[src/hw/rtl/psrm_pkg.sv]
`timescale 1ns / 1ps
// Shared types, constants and field widths for the particle SDF ray marcher.
// No dependencies; every other file except psrm_ram refers to this package by scoped names.
package psrm_pkg;

  localparam int MAX_PARTICLES_DEF = 256;
  localparam int MARCH_STEPS_DEF   = 10;

  localparam int COORD_W    = 32;
  localparam int DIST_W     = 64;
  localparam int VAL_W      = 52;
  localparam int COUNT_W    = 9;
  localparam int CFG_IDX_W  = 8;
  localparam int CFG_DATA_W = 32;
  localparam int ADDR_W_MAX = 16;
  localparam int POS_W      = 3 * COORD_W;

  localparam logic [CFG_IDX_W-1:0] REG_RADIUS_SQ      = 8'd0;
  localparam logic [CFG_IDX_W-1:0] REG_PARTICLE_COUNT = 8'd1;

  localparam logic [CFG_DATA_W-1:0] RADIUS_SQ_RESET = 32'd65536;
  localparam logic [COUNT_W-1:0]    COUNT_RESET     = 9'd256;

  localparam logic OP_LOAD = 1'b0;
  localparam logic OP_CAST = 1'b1;

  localparam int ISSUE_GAP = 3;

  // Smooth minimum, k = 0.1 in Q16.16; floor(t*t / 4k) = floor((t*t >> 3) / 3277)
  localparam int SMIN_K         = 6554;
  localparam int SMIN_T_W       = 13;
  localparam int SMIN_SQ_W      = 26;
  localparam int SMIN_DIV_SHIFT = 35;
  localparam int SMIN_RECIP_W   = 24;
  localparam logic [SMIN_RECIP_W-1:0] SMIN_RECIP = 24'd10485121;

  localparam logic signed [DIST_W-1:0] FIELD_FAR = 64'sh7FFF_FFFF_FFFF_FFFF;

  localparam int SQRT_ITERS = 40;
  localparam int SQRT_OP_W  = 80;
  localparam int ROOT_W     = 40;
  localparam int REM_W      = 44;

  typedef struct packed {
    logic                      opcode;
    logic [7:0]                particle_index;
    logic signed [COORD_W-1:0] particle_x;
    logic signed [COORD_W-1:0] particle_y;
    logic signed [COORD_W-1:0] particle_z;
    logic signed [COORD_W-1:0] origin_x;
    logic signed [COORD_W-1:0] origin_y;
    logic signed [COORD_W-1:0] origin_z;
    logic signed [COORD_W-1:0] dir_x;
    logic signed [COORD_W-1:0] dir_y;
    logic signed [COORD_W-1:0] dir_z;
  } item_t;

  typedef struct packed {
    logic                     hit;
    logic signed [DIST_W-1:0] march_distance;
  } result_t;

  typedef struct packed {
    logic                  load;
    logic                  ray_start;
    logic                  fold_init;
    logic                  rd_en;
    logic [ADDR_W_MAX-1:0] rd_addr;
    logic                  accum;
    logic                  sqrt_load;
    logic                  sqrt_step;
    logic                  mv_mul;
    logic                  mv_add;
    logic                  out_load;
  } cmd_t;

  typedef struct packed {
    logic busy;
    logic field_le0;
    logic out_full;
  } status_t;

endpackage

[src/hw/rtl/psrm_ctrl.sv]
`timescale 1ns / 1ps
// Controller: sequences loads, particle reads, square root, move and result.
// Depends on psrm_pkg for command and status types.
module psrm_ctrl #(
  parameter int MAX_PARTICLES = psrm_pkg::MAX_PARTICLES_DEF,
  parameter int MARCH_STEPS   = psrm_pkg::MARCH_STEPS_DEF
) (
  input  logic                             clk,
  input  logic                             rst,
  input  logic                             item_valid,
  input  logic                             opcode,
  output logic                             item_ready,
  input  logic [psrm_pkg::COUNT_W-1:0]     particle_count,
  input  psrm_pkg::status_t                st,
  output psrm_pkg::cmd_t                   cmd
);

  localparam int CNTW = $clog2(MAX_PARTICLES + 1);
  localparam int SW   = (MARCH_STEPS > 1) ? $clog2(MARCH_STEPS) : 1;
  localparam int IW   = $clog2(psrm_pkg::SQRT_ITERS);

  typedef enum logic [2:0] {
    IDLE, STEP_INIT, ISSUE, DRAIN, SQRT, MOVE_MUL, MOVE_ADD, RESULT
  } state_t;

  state_t          state;
  logic [CNTW-1:0] idx;
  logic [1:0]      phase;
  logic [SW-1:0]   step_cnt;
  logic [IW-1:0]   iter;
  logic [CNTW-1:0] eff_count;
  logic            last_step;

  assign eff_count = (32'(particle_count) > 32'(MAX_PARTICLES)) ? CNTW'(MAX_PARTICLES)
                                                              : CNTW'(particle_count);
  assign last_step = step_cnt == SW'(MARCH_STEPS - 1);
  assign item_ready = state == IDLE;

  always_comb begin
    cmd = '0;
    unique case (state)
      IDLE: begin
        cmd.load      = item_valid && (opcode == psrm_pkg::OP_LOAD);
        cmd.ray_start = item_valid && (opcode == psrm_pkg::OP_CAST);
      end
      STEP_INIT: cmd.fold_init = 1'b1;
      ISSUE: begin
        cmd.rd_en   = phase == 2'd0;
        cmd.rd_addr = psrm_pkg::ADDR_W_MAX'(idx);
      end
      DRAIN: begin
        cmd.accum     = !st.busy;
        cmd.sqrt_load = !st.busy && !st.field_le0 && !last_step;
      end
      SQRT:     cmd.sqrt_step = 1'b1;
      MOVE_MUL: cmd.mv_mul = 1'b1;
      MOVE_ADD: cmd.mv_add = 1'b1;
      RESULT:   cmd.out_load = !st.out_full;
      default:  cmd = '0;
    endcase
  end

  always_ff @(posedge clk) begin
    if (rst) begin
      state    <= IDLE;
      idx      <= '0;
      phase    <= '0;
      step_cnt <= '0;
      iter     <= '0;
    end else begin
      unique case (state)
        IDLE: begin
          if (item_valid && (opcode == psrm_pkg::OP_CAST)) begin
            step_cnt <= '0;
            state    <= STEP_INIT;
          end
        end
        STEP_INIT: begin
          idx   <= '0;
          phase <= '0;
          state <= (eff_count == '0) ? DRAIN : ISSUE;
        end
        ISSUE: begin
          phase <= (phase == 2'(psrm_pkg::ISSUE_GAP - 1)) ? 2'd0 : phase + 2'd1;
          if (phase == 2'd0) begin
            idx <= idx + CNTW'(1);
            if (idx == eff_count - CNTW'(1)) begin
              state <= DRAIN;
            end
          end
        end
        DRAIN: begin
          if (!st.busy) begin
            if (st.field_le0 || last_step) begin
              state <= RESULT;
            end else begin
              iter  <= '0;
              state <= SQRT;
            end
          end
        end
        SQRT: begin
          iter <= iter + IW'(1);
          if (iter == IW'(psrm_pkg::SQRT_ITERS - 1)) begin
            state <= MOVE_MUL;
          end
        end
        MOVE_MUL: state <= MOVE_ADD;
        MOVE_ADD: begin
          step_cnt <= step_cnt + SW'(1);
          state    <= STEP_INIT;
        end
        RESULT: begin
          if (!st.out_full) begin
            state <= IDLE;
          end
        end
        default: state <= IDLE;
      endcase
    end
  end

endmodule

[config.mk]
export PLATFORM = sky130hd
export DESIGN_NAME = psrm_ctrl
export DESIGN_NICKNAME = d
export VERILOG_FILES = /design/src/hw/rtl/psrm_pkg.sv /design/src/hw/rtl/psrm_ctrl.sv
export SDC_FILE = /design/constraint.sdc
export NUM_CORES = 1
export LEC_CHECK = 0
export BUFFER_PORTS_ARGS = -buffer_cell sky130_fd_sc_hd__buf_2
export CAP_MARGIN = 20
export CORE_ASPECT_RATIO = 2
export CORE_MARGIN = 3
export CORE_UTILIZATION = 49
export CTS_BUF_LIST = sky130_fd_sc_hd__clkbuf_4
export CTS_CLUSTER_DIAMETER = 120
export DETAILED_ROUTE_END_ITERATION = 10
export GPL_TIMING_DRIVEN = 0
export PLACE_DENSITY_LB_ADDON = 0.3
export SYNTH_ARGS = -nofsm -noshare
export SYNTH_HDL_FRONTEND = slang
export SYNTH_SLANG_ARGS = --single-unit
[constraint.sdc]
create_clock -name clk -period 5.68 [get_ports clk]
set_input_delay 1.704 -clock clk [delete_from_list [all_inputs] [get_ports clk]]
set_output_delay 1.704 -clock clk [all_outputs]
set_load 0.01 [all_outputs]
==> key figures, run 1 <==
Layout
  • Number of diodes: 0
  • Finished Layout Cells: approximately 300
  • Fill cells: 315
  • Synth-to-Final Area Change: 16.7%
  • Post-route cell area: 1990 um2
  • Fraction of layout cells with a size suffix above 1: between 20% and 30%
  • Nets: 290

Critical path
  • CP Buf/Inv Count: 2
  • Setup CP Type: in -> out
  • Worst Setup Start Kind: primary input
  • Worst Path Max Fanout: 4
  • Critical path's slowest cell: nor4bb_1
  • Worst EP arrival: 2710 ps
  • CP top delay family: simple AND/OR/NAND/NOR gates
  • Worst reg2reg setup slack: 3420 ps
  • Crit path cell chain: buf_2, nor4bb_1, and3_1, buf_2
  • Delay of the slowest critical-path stage: 490 ps
  • Reg-to-reg startpoint: state[1]
  • Worst EP required: between 3000 and 4000 ps
  • Top cell by count, worst path: buf_2
  • R2R depth: 6
  • R2R Path End: idx[5]
  • CP Capture Type: output port

Placement
  • Dpl cell area: 1940 um2
  • Placed instance count: 294
  • Final Wtd Congestion: around 0.85
  • Input/output buffers: 34
  • Hpwl dp: 3.16 mm

Worst hold path
  • Worst Hold Class: reg -> reg
  • Hold Path Origin: phase[1]
  • Hold depth: 2
  • Hold Path End: phase[1]

Pwr
  • Clock power frac: 25.2%
  • VDD IR max: approximately 180 uV
  • Cell-internal power: ~0.32 mW
  • Static leakage: 0.845 nW
  • Sw Pwr: around 0.17 mW
  • Net Sw Frac: between 30% and 40%
  • Reg power frac: roughly two fifths
  • Tot Pwr: 0.489 mW
  • Pwr Density: 246 nW/um2
  • Combinational power share: a little over a third

CTS
  • Post-CTS Hold Buffers: 0
  • CTS tree: done
  • Post-CTS Setup Bufs: 0
  • CTS sink count: 24
  • Max Root-Sink Buffers: 2
  • CTS Buf Count: 3
  • PostCTS Resize Cnt: 0
  • H-tree levels: 1
  • CTS root buffer: clkbuf_4
  • Register clock-pin slew on the reported worst setup and hold paths: ~120 ps
  • Skew-Pair Late Insertion Delay: ~320 ps

Routing
  • Initial DRC Count: 36
  • DRT antenna net count: 0
  • DR vias/cell: 5.79
  • Vias: around 1700
  • Routed len/inst: between 10 and 15 um
  • # DRC: 0
  • WL final: between 3 and 4 mm
  • Drt pass-1 iters: 4

Synth
  • Post-Syn Area: ~1700 um2
  • Ys flop type: dfxtp_1
  • Synth Instances: 223
  • Yosys warns: 0
  • Top cell type's share of synthesized area: ~28%
  • Top cells by area, synth: dfxtp_1 28%, nor2_1 7.0%, xnor2_1 4.6%
  • Leading area contributor after synthesis: dfxtp_1
  • Most frequent cells after synthesis: 32 x nor2_1, 24 x dfxtp_1, 20 x nand2_1, 10 x a21oi_1, 9 x xnor2_1
  • FFs w/ async S/R, synth: 0%
  • Seq/Total Area, Yosys: between 20% and 30%
  • Avg Inst Size Synth: 7.64 um2
  • Cell with the most instances after synthesis: nor2_1
  • Number of synthesized flops with an enable pin: 0
  • Post-synth cell types: between 50 and 60
  • Synthesized flop and latch total: 24

Die
  • Die span in y: about 89 um
  • Ports: 43
  • Die area: 4260 um2
  • Die X-Extent: around 48 um
  • Rows: 29
  • Initial core utilization: 52.2%
  • Core area: between 3000 and 4000 um2

Timing
  • # setup viols final: 0
  • Max transition margin: 59.2%
  • Final TNS setup: 0 ps
  • Worst-margin pin slew: 611 ps
  • Skew final: between 8 and 9 ps
  • Fin crit share: 77.8%
  • Fin. Hold Viols: 0
  • Fmax: about 0.23 GHz
  • Final Slew Violations: 0
  • Crit path time final: ~4400 ps
  • RSZ-0062 raised after global routing: false

Global routing
  • Global-route wire length before repair: roughly 6.6 mm
  • Remaining Overflow, GRT: 0
  • Pin count of the biggest net entering global routing: 15
  • Vias in the first global route: 1595
  • Initial antenna violation count: 0
  • GRT Overall Usage: approximately a fifth

Job
  • Max-Cap Viols: 0

Run status
  • Status: finished clean
==> tightest hold or removal path: cells and delay by family, from the launching register on <==
kind	cells	cell delay (ps)
AOI/OAI and AO/OA	1	50
DFF	1	350
and+or+nand+nor	1	70
==> worst max path at each step <==
stage               startpoint     end  slack (ps)  depth (start not counted)
floorplan                st[2]  cmd[4]        1330                          2
global placement         st[2]  cmd[4]        1270                          4
detailed placement       st[2]  cmd[4]        1270                          4
CTS                      st[2]  cmd[4]        1280                          4
global route             st[2]  cmd[4]        1180                          4
finish                   st[2]  cmd[4]        1260                          4
==> stage by stage <==
step / util (%) / hold WS, ps / setup slack [ps]
after CTS: 60.9 / 499 / 1280
after floorplan: - / 443 / 1330
after global placement: 59.3 / 461 / 1270
final: 60.9 / 503 / 1260
after global routing: 60.9 / 527 / 1180
after detailed placement: 59.3 / 480 / 1270
==> per-layer routing <==
layer | wire [um] | track usage, % | up-vias
met5 | 0 | 0 | -
met4 | 109 | 9.31 | 0
met3 | 161 | 1.61 | 11
met2 | 2130 | 38.8 | 55
met1 | 1510 | 20.2 | 797
li1 | - | - | 862
==> registers in the layout (all words and copies together), names as in the netlist <==
name      count
step_cnt      4
phase         2
iter          6
idx           9
state         3
==> cell families (layout without fill, tap and decap cells) <==
logic type	count (synthesis)	count (layout)	share of synthesized area [%]
AO/OA/AOI/OAI	39	39	15.3
XOR/XNOR	17	17	8.74
adder cells (fa/ha/maj)	6	6	4.41
AND/OR/NAND/NOR	109	109	34.4
other	1	7	0.220
buffers and inverters	24	62	6.90
flip-flops	24	24	28.2
multiplexers	3	3	1.84
==> placed cells by master (no fill, tap or decap), drive strengths merged, types with 2 or more instances in the layout <==
master,n
conb,7
nand2,20
nand2b,2
nand3,6
dfxtp,24
nor3b,7
nor2,32
a31oi,5
xnor2,9
or4,2
nand3b,3
ha,6
buf,42
inv,8
and2,8
and3,3
a21oi,10
xor2,8
clkbuf,10
nor4b,2
o21ai,9
nor3,4
mux2i,2
or2,3
or3,5
and4,3
nand4,5
==> power groups by stage <==
stage	Combinational [mW]	Sequential, mW	Clock [mW]
2_1_floorplan	0.124	0.193	0
3_3_place_gp	0.168	0.197	0
3_5_place_dp	0.171	0.198	0
4_1_cts	0.171	0.195	0.128
5_1_grt	0.197	0.197	0.131
6_report	0.171	0.195	0.124
==> layout make-up <==
type	instances	area, um2	area share, %
flip-flops and latches	24	480	24.2
clock buffers	3	22.5	1.13
plain buffers	15	83.8	4.22
well taps	31	38.8	1.95
clock inverters	1	30.0	1.51
multi-input cells	181	1130	56.8
inverters	9	33.8	1.70
repair buffers	34	170	8.56
(Power assumes the default switching activity.)
==> run 2, diff against run 1 <==
--- a/config.mk
+++ b/config.mk
@@ -5,6 +5,7 @@
 export SDC_FILE = /design/constraint.sdc
 export NUM_CORES = 1
 export LEC_CHECK = 0
+export ABC_AREA = 1
 export BUFFER_PORTS_ARGS = -buffer_cell sky130_fd_sc_hd__buf_2
 export CAP_MARGIN = 20
 export CORE_ASPECT_RATIO = 2
==> constraint.sdc (replaced) <==
create_clock -name clk -period 3.9 [get_ports clk]
set_input_delay 1.17 -clock clk [delete_from_list [all_inputs] [get_ports clk]]
set_output_delay 1.17 -clock clk [all_outputs]
set_load 0.01 [all_outputs]
==> key figures, run 2 <==
Run status
  • Status: finished clean

Global routing
  • Global-route wire length before repair: 7.17 mm (+9.3%)
  • Remaining Overflow, GRT: 0 (unchanged)
  • M1 GR Usage: 19.2% (-1.0 points)
  • Vias in the first global route: 1779 (+12%)
  • GR Layer Usage met3: 2.11% (+0.50 points)
  • Layer with the highest usage: met2
  • GRT Overall Usage: 20.2% (-0.20 points)
  • Initial antenna violation count: 0 (unchanged)
  • Pin count of the biggest net entering global routing: 14 (-1)
  • Routing usage on met2: 38.0% (-0.89 points)

Timing
  • Fmax: 0.322 GHz
  • Crit path time final: between 3000 and 4000 ps
  • Skew final: 2.94 ps (-5.90 ps)
  • Final Slew Violations: 0 (unchanged)
  • Max transition margin: 64.9% (+5.7 points)
  • Worst-margin pin slew: 523 ps (-88.3 ps)
  • RSZ-0062 raised after global routing: false
  • Fin. Hold Viols: 0 (unchanged)
  • Final TNS setup: 0 ps (unchanged)
  • Fin crit share: 79.7%
  • Final WS setup: 793 ps (-470 ps)
  • # setup viols final: 0 (unchanged)

Routing
  • Vias: 1851 (+7.3%)
  • WL final: 4.14 mm (+5.9%)
  • # DRC: 0 (unchanged)
  • DR vias/cell: 4.92 (-15%)
  • Drt pass-1 iters: 4 (unchanged)
  • Routed len/inst: 11.0 um (-16%)
  • DRT antenna net count: 0 (unchanged)
  • Initial DRC Count: 20 (-44%)

CTS
  • Post-CTS Hold Buffers: 0 (unchanged)
  • Max Root-Sink Buffers: 2 (unchanged)
  • Post-CTS Setup Bufs: 0 (unchanged)
  • PostCTS Resize Cnt: 0 (unchanged)
  • Skew-Pair Late Insertion Delay: 330 ps (about the same)
  • CTS tree: done
  • CTS Buf Count: 3 (unchanged)
  • Register clock-pin slew on the reported worst setup and hold paths: 120 ps (about the same)
  • CTS sink count: 24 (unchanged)
  • CTS root buffer: clkbuf_4
  • H-tree levels: 1 (unchanged)

Placement
  • Dpl ws: 502 ps (-766 ps)
  • Placed instance count: 372 (+27%)
  • Input/output buffers: 34 (unchanged)
  • Hpwl dp: 3.45 mm (+9.2%)
  • Final Wtd Congestion: 0.829 (-2.3%)

Die
  • Die span in y: 91.6 um (+2.5%)
  • Initial core utilization: 52.0% (-0.15 points)
  • Rows: 30 (+3.4%)
  • Die area: 4470 um2 (+4.9%)
  • Die X-Extent: 48.8 um (+2.3%)
  • Core area: 3450 um2 (+5.7%)
  • Ports: 43 (unchanged)

Layout
  • Flip-flop count of the largest register after layout: 9 (unchanged)
  • Number of diodes: 0 (unchanged)
  • Fraction of layout cells with a size suffix above 1: 18.9% (-1.7 points)
  • Largest regs: idx (9), iter (6), step_cnt (4)
  • Fill cells: 363 (+15%)
  • Most common cell after layout, fill and taps aside: nand2_1
  • Commonest non-fill, non-tap cells in the layout: 70 x nand2_1, 39 x inv_1, 34 x nor2_1, 34 x buf_2, 24 x dfxtp_1
  • Finished Layout Cells: 376 (+26%)
  • Nets: 351 (+21%)
  • Synth-to-Final Area Change: 15.5%
  • Biggest register: idx

Synth
  • Top cells by area, synth: dfxtp_1 27%, nand2_1 15%, inv_1 8.1%
  • Ys flop type: dfxtp_1
  • FFs w/ async S/R, synth: 0% (unchanged)
  • Synth Instances: 284 (+27%)
  • Cell with the most instances after synthesis: nand2_1
  • Yosys warns: 0 (unchanged)
  • Post-Syn Area: 1800 um2 (+5.4%)
  • Synthesized flop and latch total: 24 (unchanged)
  • Most frequent cells after synthesis: 70 x nand2_1, 39 x inv_1, 34 x nor2_1, 24 x dfxtp_1, 18 x nand3_1
  • Post-synth cell types: 35 (-34%)
  • Avg Inst Size Synth: 6.33 um2 (-17%)
  • Number of synthesized flops with an enable pin: 0 (unchanged)
  • Seq/Total Area, Yosys: 26.7% (-1.5 points)
  • Top cell type's share of synthesized area: 26.7% (-1.5 points)
  • Leading area contributor after synthesis: dfxtp_1

Pwr
  • Tot Pwr: 0.879 mW (+80%)
  • Pwr Density: 423 nW/um2 (+72%)
  • VDD IR max: 400 uV (+130%)
  • Static leakage: 1.02 nW (+21%)

Worst hold path
  • Hold Path Origin: step_cnt[3]
  • Hold Path End: step_cnt[3]
  • Hold depth: 2 (unchanged)
  • Worst Hold Class: reg -> reg

Critical path
  • Crit path cell chain: buf_2, inv_1, nand2_1, nand2_1, o21ai_1, nor2_1, buf_2
  • Critical path's slowest cell: o21ai_1
  • Worst reg2reg setup slack: 1990 ps (-1430 ps)
  • Worst EP required: 2730 ps (-1250 ps)
  • Worst Setup Start Kind: primary input
  • Worst Path Max Fanout: 8 (+4)
  • R2R depth: 13 (+7)
  • Delay of the slowest critical-path stage: 280 ps (-210 ps)
  • R2R Path End: idx[8]
  • Reg-to-reg startpoint: state[1]
  • Setup CP Type: in -> out
  • Worst EP arrival: 1940 ps (-770 ps)
  • CP Capture Type: output port
  • Critical path startpoint: st[1]

Job
  • Max-Cap Viols: 0 (unchanged)
## run 2: cell types whose count changed after synthesis, moves of 6 or more
cell and delta:
nand2_1 +50, xnor2_1 -6, nand3_1 +12, and2_1 -8, nor3_1 +7, a21oi_1 +7, inv_1 +31
## run 2: logic make-up after synthesis
family / count (synthesis) / synth area share, %
AO/OA/AOI/OAI: 36 / 11.4
XOR/XNOR: 7 / 3.41
adder cells (fa/ha/maj): 6 / 4.18
buffers and inverters: 51 / 12.5
flip-flops: 24 / 26.7
other: 1 / 0.209
AND/OR/NAND/NOR: 159 / 41.5
## run 2: how the worst max path moves through the flow
stage | to | slack (ps) | cells after the start
finish | cmd[4] | 790 | 7
global route | state[1] | 650 | 17
CTS | cmd[4] | 790 | 7
detailed placement | state[2] | 500 | 17
global placement | state[1] | 530 | 17
floorplan | cmd[4] | 970 | 3
## run 2: per-stage QoR
step	util, %	instance area, um2	hold slack, ps
global placement	59.3	2050	479
detailed placement	59.3	2050	494
floorplan	-	1820	465
CTS	60.1	2080	513
finish	60.1	2080	510
global route	60.1	2080	535
## run 2: layer usage
layer | wire length (um) | part of all wire (%) | vias up
met4 | 203 | 4.9 | 0
li1 | - | - | 983
met3 | 179 | 4.3 | 15
met1 | 1490 | 36 | 805
met2 | 2260 | 55 | 48
met5 | 0 | 0 | -
## run 2: where the power goes
part	leakage (nW)	switching, mW	internal [mW]	total (mW)
clock	0.0154	0.0766	0.0377	0.114
sequential	0.194	0.0430	0.275	0.318
combinational	0.810	0.294	0.152	0.447
## run 2: layout make-up
| type | count | area [um2] | area share [%] |
|---|---|---|---|
| sequential | 24 | 480 | 23.1 |
| tap | 48 | 60.1 | 2.89 |
| multi-input combinational | 215 | 1110 | 53.6 |
| timing repair buffer | 34 | 170 | 8.20 |
| clock buffer | 3 | 22.5 | 1.08 |
| clock inverter | 1 | 3.75 | 0.181 |
| buffer | 10 | 71.3 | 3.44 |
| inverter | 41 | 154 | 7.41 |
## run 2: worst max-delay path: cells and delay by family
kind,cells,cell delay [ps]
simple gates,3,240
compound gates,1,280
buf+inv,3,250
==> run 3, diff against run 2 <==
==> constraint.sdc (replaced) <==
create_clock -name clk -period 2.88 [get_ports clk]
set_input_delay 0.864 -clock clk [delete_from_list [all_inputs] [get_ports clk]]
set_output_delay 0.864 -clock clk [all_outputs]
set_load 0.01 [all_outputs]
==> key figures, run 3 (synthesized netlist as in run 2, its figures left out) <==
Pwr
  • Static leakage: 1.02 nW (about the same)
  • Tot Pwr: 1.19 mW (+36%)
  • VDD IR max: 541 uV (+35%)
  • Combinational power share: 50.9% (about the same)
  • Pwr Density: 573 nW/um2 (+35%)
  • Sw Pwr: 0.562 mW (+36%)
  • Reg power frac: 36.1% (about the same)
  • Cell-internal power: 0.630 mW (+35%)
  • Clock power frac: 13.0% (about the same)
  • Net Sw Frac: 47.1% (+0.048 points)

Layout
  • Fraction of layout cells with a size suffix above 1: 19.5% (+0.61 points)
  • Biggest register: idx
  • Fill cells: 365 (+0.55%)
  • Most common cell after layout, fill and taps aside: nand2_1
  • Synth-to-Final Area Change: 15.8%
  • Flip-flop count of the largest register after layout: 9 (unchanged)
  • Number of diodes: 0 (unchanged)
  • Largest regs: idx (9), iter (6), step_cnt (4)
  • Finished Layout Cells: 376 (unchanged)
  • Commonest non-fill, non-tap cells in the layout: 70 x nand2_1, 39 x inv_1, 34 x buf_2
  • Reg area: 480 um2 (unchanged)
  • Multi-input gate area: 1120 um2 (+0.45%)
  • Nets: 351 (unchanged)

Critical path
  • Reg-to-reg startpoint: state[1]
  • Worst Path Max Fanout: 10 (+2)
  • Top cell by count, worst path: nand2_1
  • R2R Path End: idx[8]
  • CP Capture Type: flop
  • R2R depth: 13 (unchanged)
  • Crit path cell chain: buf_2, nor2_1, nand2_1, o21ai_4, buf_6, nand2_1, ha_1, xor2_1, nand3_1, nor2_2, nand2_1, nor2_1, nand2_1, nand2_2, nand3_1, nand2_1, nor2_1
  • Setup CP Type: in -> reg
  • Worst reg2reg setup slack: 970 ps (-1020 ps)
  • CP Buf/Inv Count: 2 (-1)
  • Critical path's slowest cell: ha_1
  • CP top delay family: simple AND/OR/NAND/NOR gates
  • Worst Setup Start Kind: primary input
  • Delay of the slowest critical-path stage: 290 ps (about the same)
  • Worst EP arrival: 2940 ps (+1000 ps)
  • Worst EP required: 3120 ps (+390 ps)

Die
  • Die area: 4470 um2 (unchanged)
  • Core area: 3450 um2 (unchanged)
  • Ports: 43 (unchanged)
  • Rows: 30 (unchanged)
  • Die X-Extent: 48.8 um (unchanged)
  • Initial core utilization: 52.0% (unchanged)
  • Die span in y: 91.6 um (unchanged)

Timing
  • Max transition margin: 64.9% (about the same)
  • Fmax: 0.371 GHz
  • Fin crit share: between 90 and 100%
  • Hold WS: 510 ps (+0.0270 ps)
  • Crit path time final: roughly 2700 ps
  • Worst-margin pin slew: 523 ps (-0.00268 ps)
  • Fin. Hold Viols: 0 (unchanged)
  • Skew final: 3.21 ps (+0.262 ps)
  • RSZ-0062 raised after global routing: false
  • Final Slew Violations: 0 (unchanged)
  • # setup viols final: 0 (unchanged)

Placement
  • Hpwl dp: 3.45 mm (unchanged)
  • Final Wtd Congestion: 0.829 (unchanged)
  • Input/output buffers: 34 (unchanged)
  • Placed instance count: 372 (unchanged)

Global routing
  • Initial antenna violation count: 0 (unchanged)
  • Vias in the first global route: 1779 (unchanged)
  • Remaining Overflow, GRT: 0 (unchanged)
  • GRT Overall Usage: 20.2% (unchanged)
  • Pin count of the biggest net entering global routing: 14 (unchanged)
  • Global-route wire length before repair: 7.17 mm (unchanged)

Worst hold path
  • Hold Path Origin: step_cnt[3]
  • Hold Path End: step_cnt[3]
  • Hold depth: 2 (unchanged)
  • Worst Hold Class: reg -> reg

Run status
  • Status: finished clean

Routing
  • WL final: 4.16 mm (+0.53%)
  • Vias: 1852 (+0.054%)
  • Initial DRC Count: 26 (+30%)
  • DRT antenna net count: 0 (unchanged)
  • # DRC: 0 (unchanged)
  • Drt pass-1 iters: 4 (unchanged)
  • Routed len/inst: 11.1 um (+0.53%)
  • DR vias/cell: 4.93 (about the same)

Job
  • Max-Cap Viols: 0 (unchanged)

CTS
  • Max Root-Sink Buffers: 2 (unchanged)
  • CTS sink count: 24 (unchanged)
  • H-tree levels: 1 (unchanged)
  • CTS Buf Count: 3 (unchanged)
  • CTS tree: done
  • Skew-Pair Late Insertion Delay: 340 ps (about the same)
  • Register clock-pin slew on the reported worst setup and hold paths: 120 ps (about the same)
  • CTS root buffer: clkbuf_4
## run 3: cell type report
type                            instances  area share [%]
Clock buffer                            3            1.08
Clock inverter                          1           0.180
Inverter                               41            7.40
Multi-Input combinational cell        215            53.8
Timing Repair Buffer                   34            8.18
Buffer                                 10            3.43
Sequential cell                        24            23.1
Tap cell                               48            2.89
## run 3: metal layers
layer	vias up	track usage, %	wire length, um
met5	-	0	0
met1	809	19.2	1510
met4	0	15.2	203
li1	982	-	-
met3	15	2.11	180
met2	46	38.0	2270
## run 3: per-stage QoR
stage          setup slack, ps  utilization, %  setup TNS, ps  instance area, um2
3_3_place_gp              -182            59.3           -533                2050
6_report                   187            60.3              0                2080
4_1_cts                    153            60.1              0                2080
2_1_floorplan              271               -              0                1820
3_5_place_dp              -212            59.3           -613                2050
5_1_grt                   6.57            60.3              0                2080
## run 3: worst max path at each step
stage	depth (start not counted)	start	end
detailed placement	17	particle_count[2]	state[2]
global placement	17	particle_count[2]	state[1]
CTS	17	particle_count[2]	state[2]
floorplan	16	particle_count[1]	state[2]
global route	17	particle_count[1]	state[1]
finish	17	particle_count[2]	state[2]
## run 3: repair_timing
action | in CTS | in global routing
setup buffers | 0 | 0
endpoints found under the setup margin | 0 | 3
hold buffers | 0 | 0
resized for setup | 0 | 2
## run 3: power groups by stage
stage / sequential [mW] / clock [mW] / combinational, mW
after floorplan: 0.422 / 0 / 0.451
after global placement: 0.436 / 0 / 0.594
after detailed placement: 0.436 / 0 / 0.602
after CTS: 0.429 / 0.159 / 0.608
after global routing: 0.437 / 0.166 / 0.682
final: 0.430 / 0.155 / 0.607
## run 3: tightest hold or removal path: cells and delay by family, from the launching register on
family	cells	cell delay [ps]
flip-flops	1	350
AO/OA/AOI/OAI	1	50
AND/OR/NAND/NOR	1	70
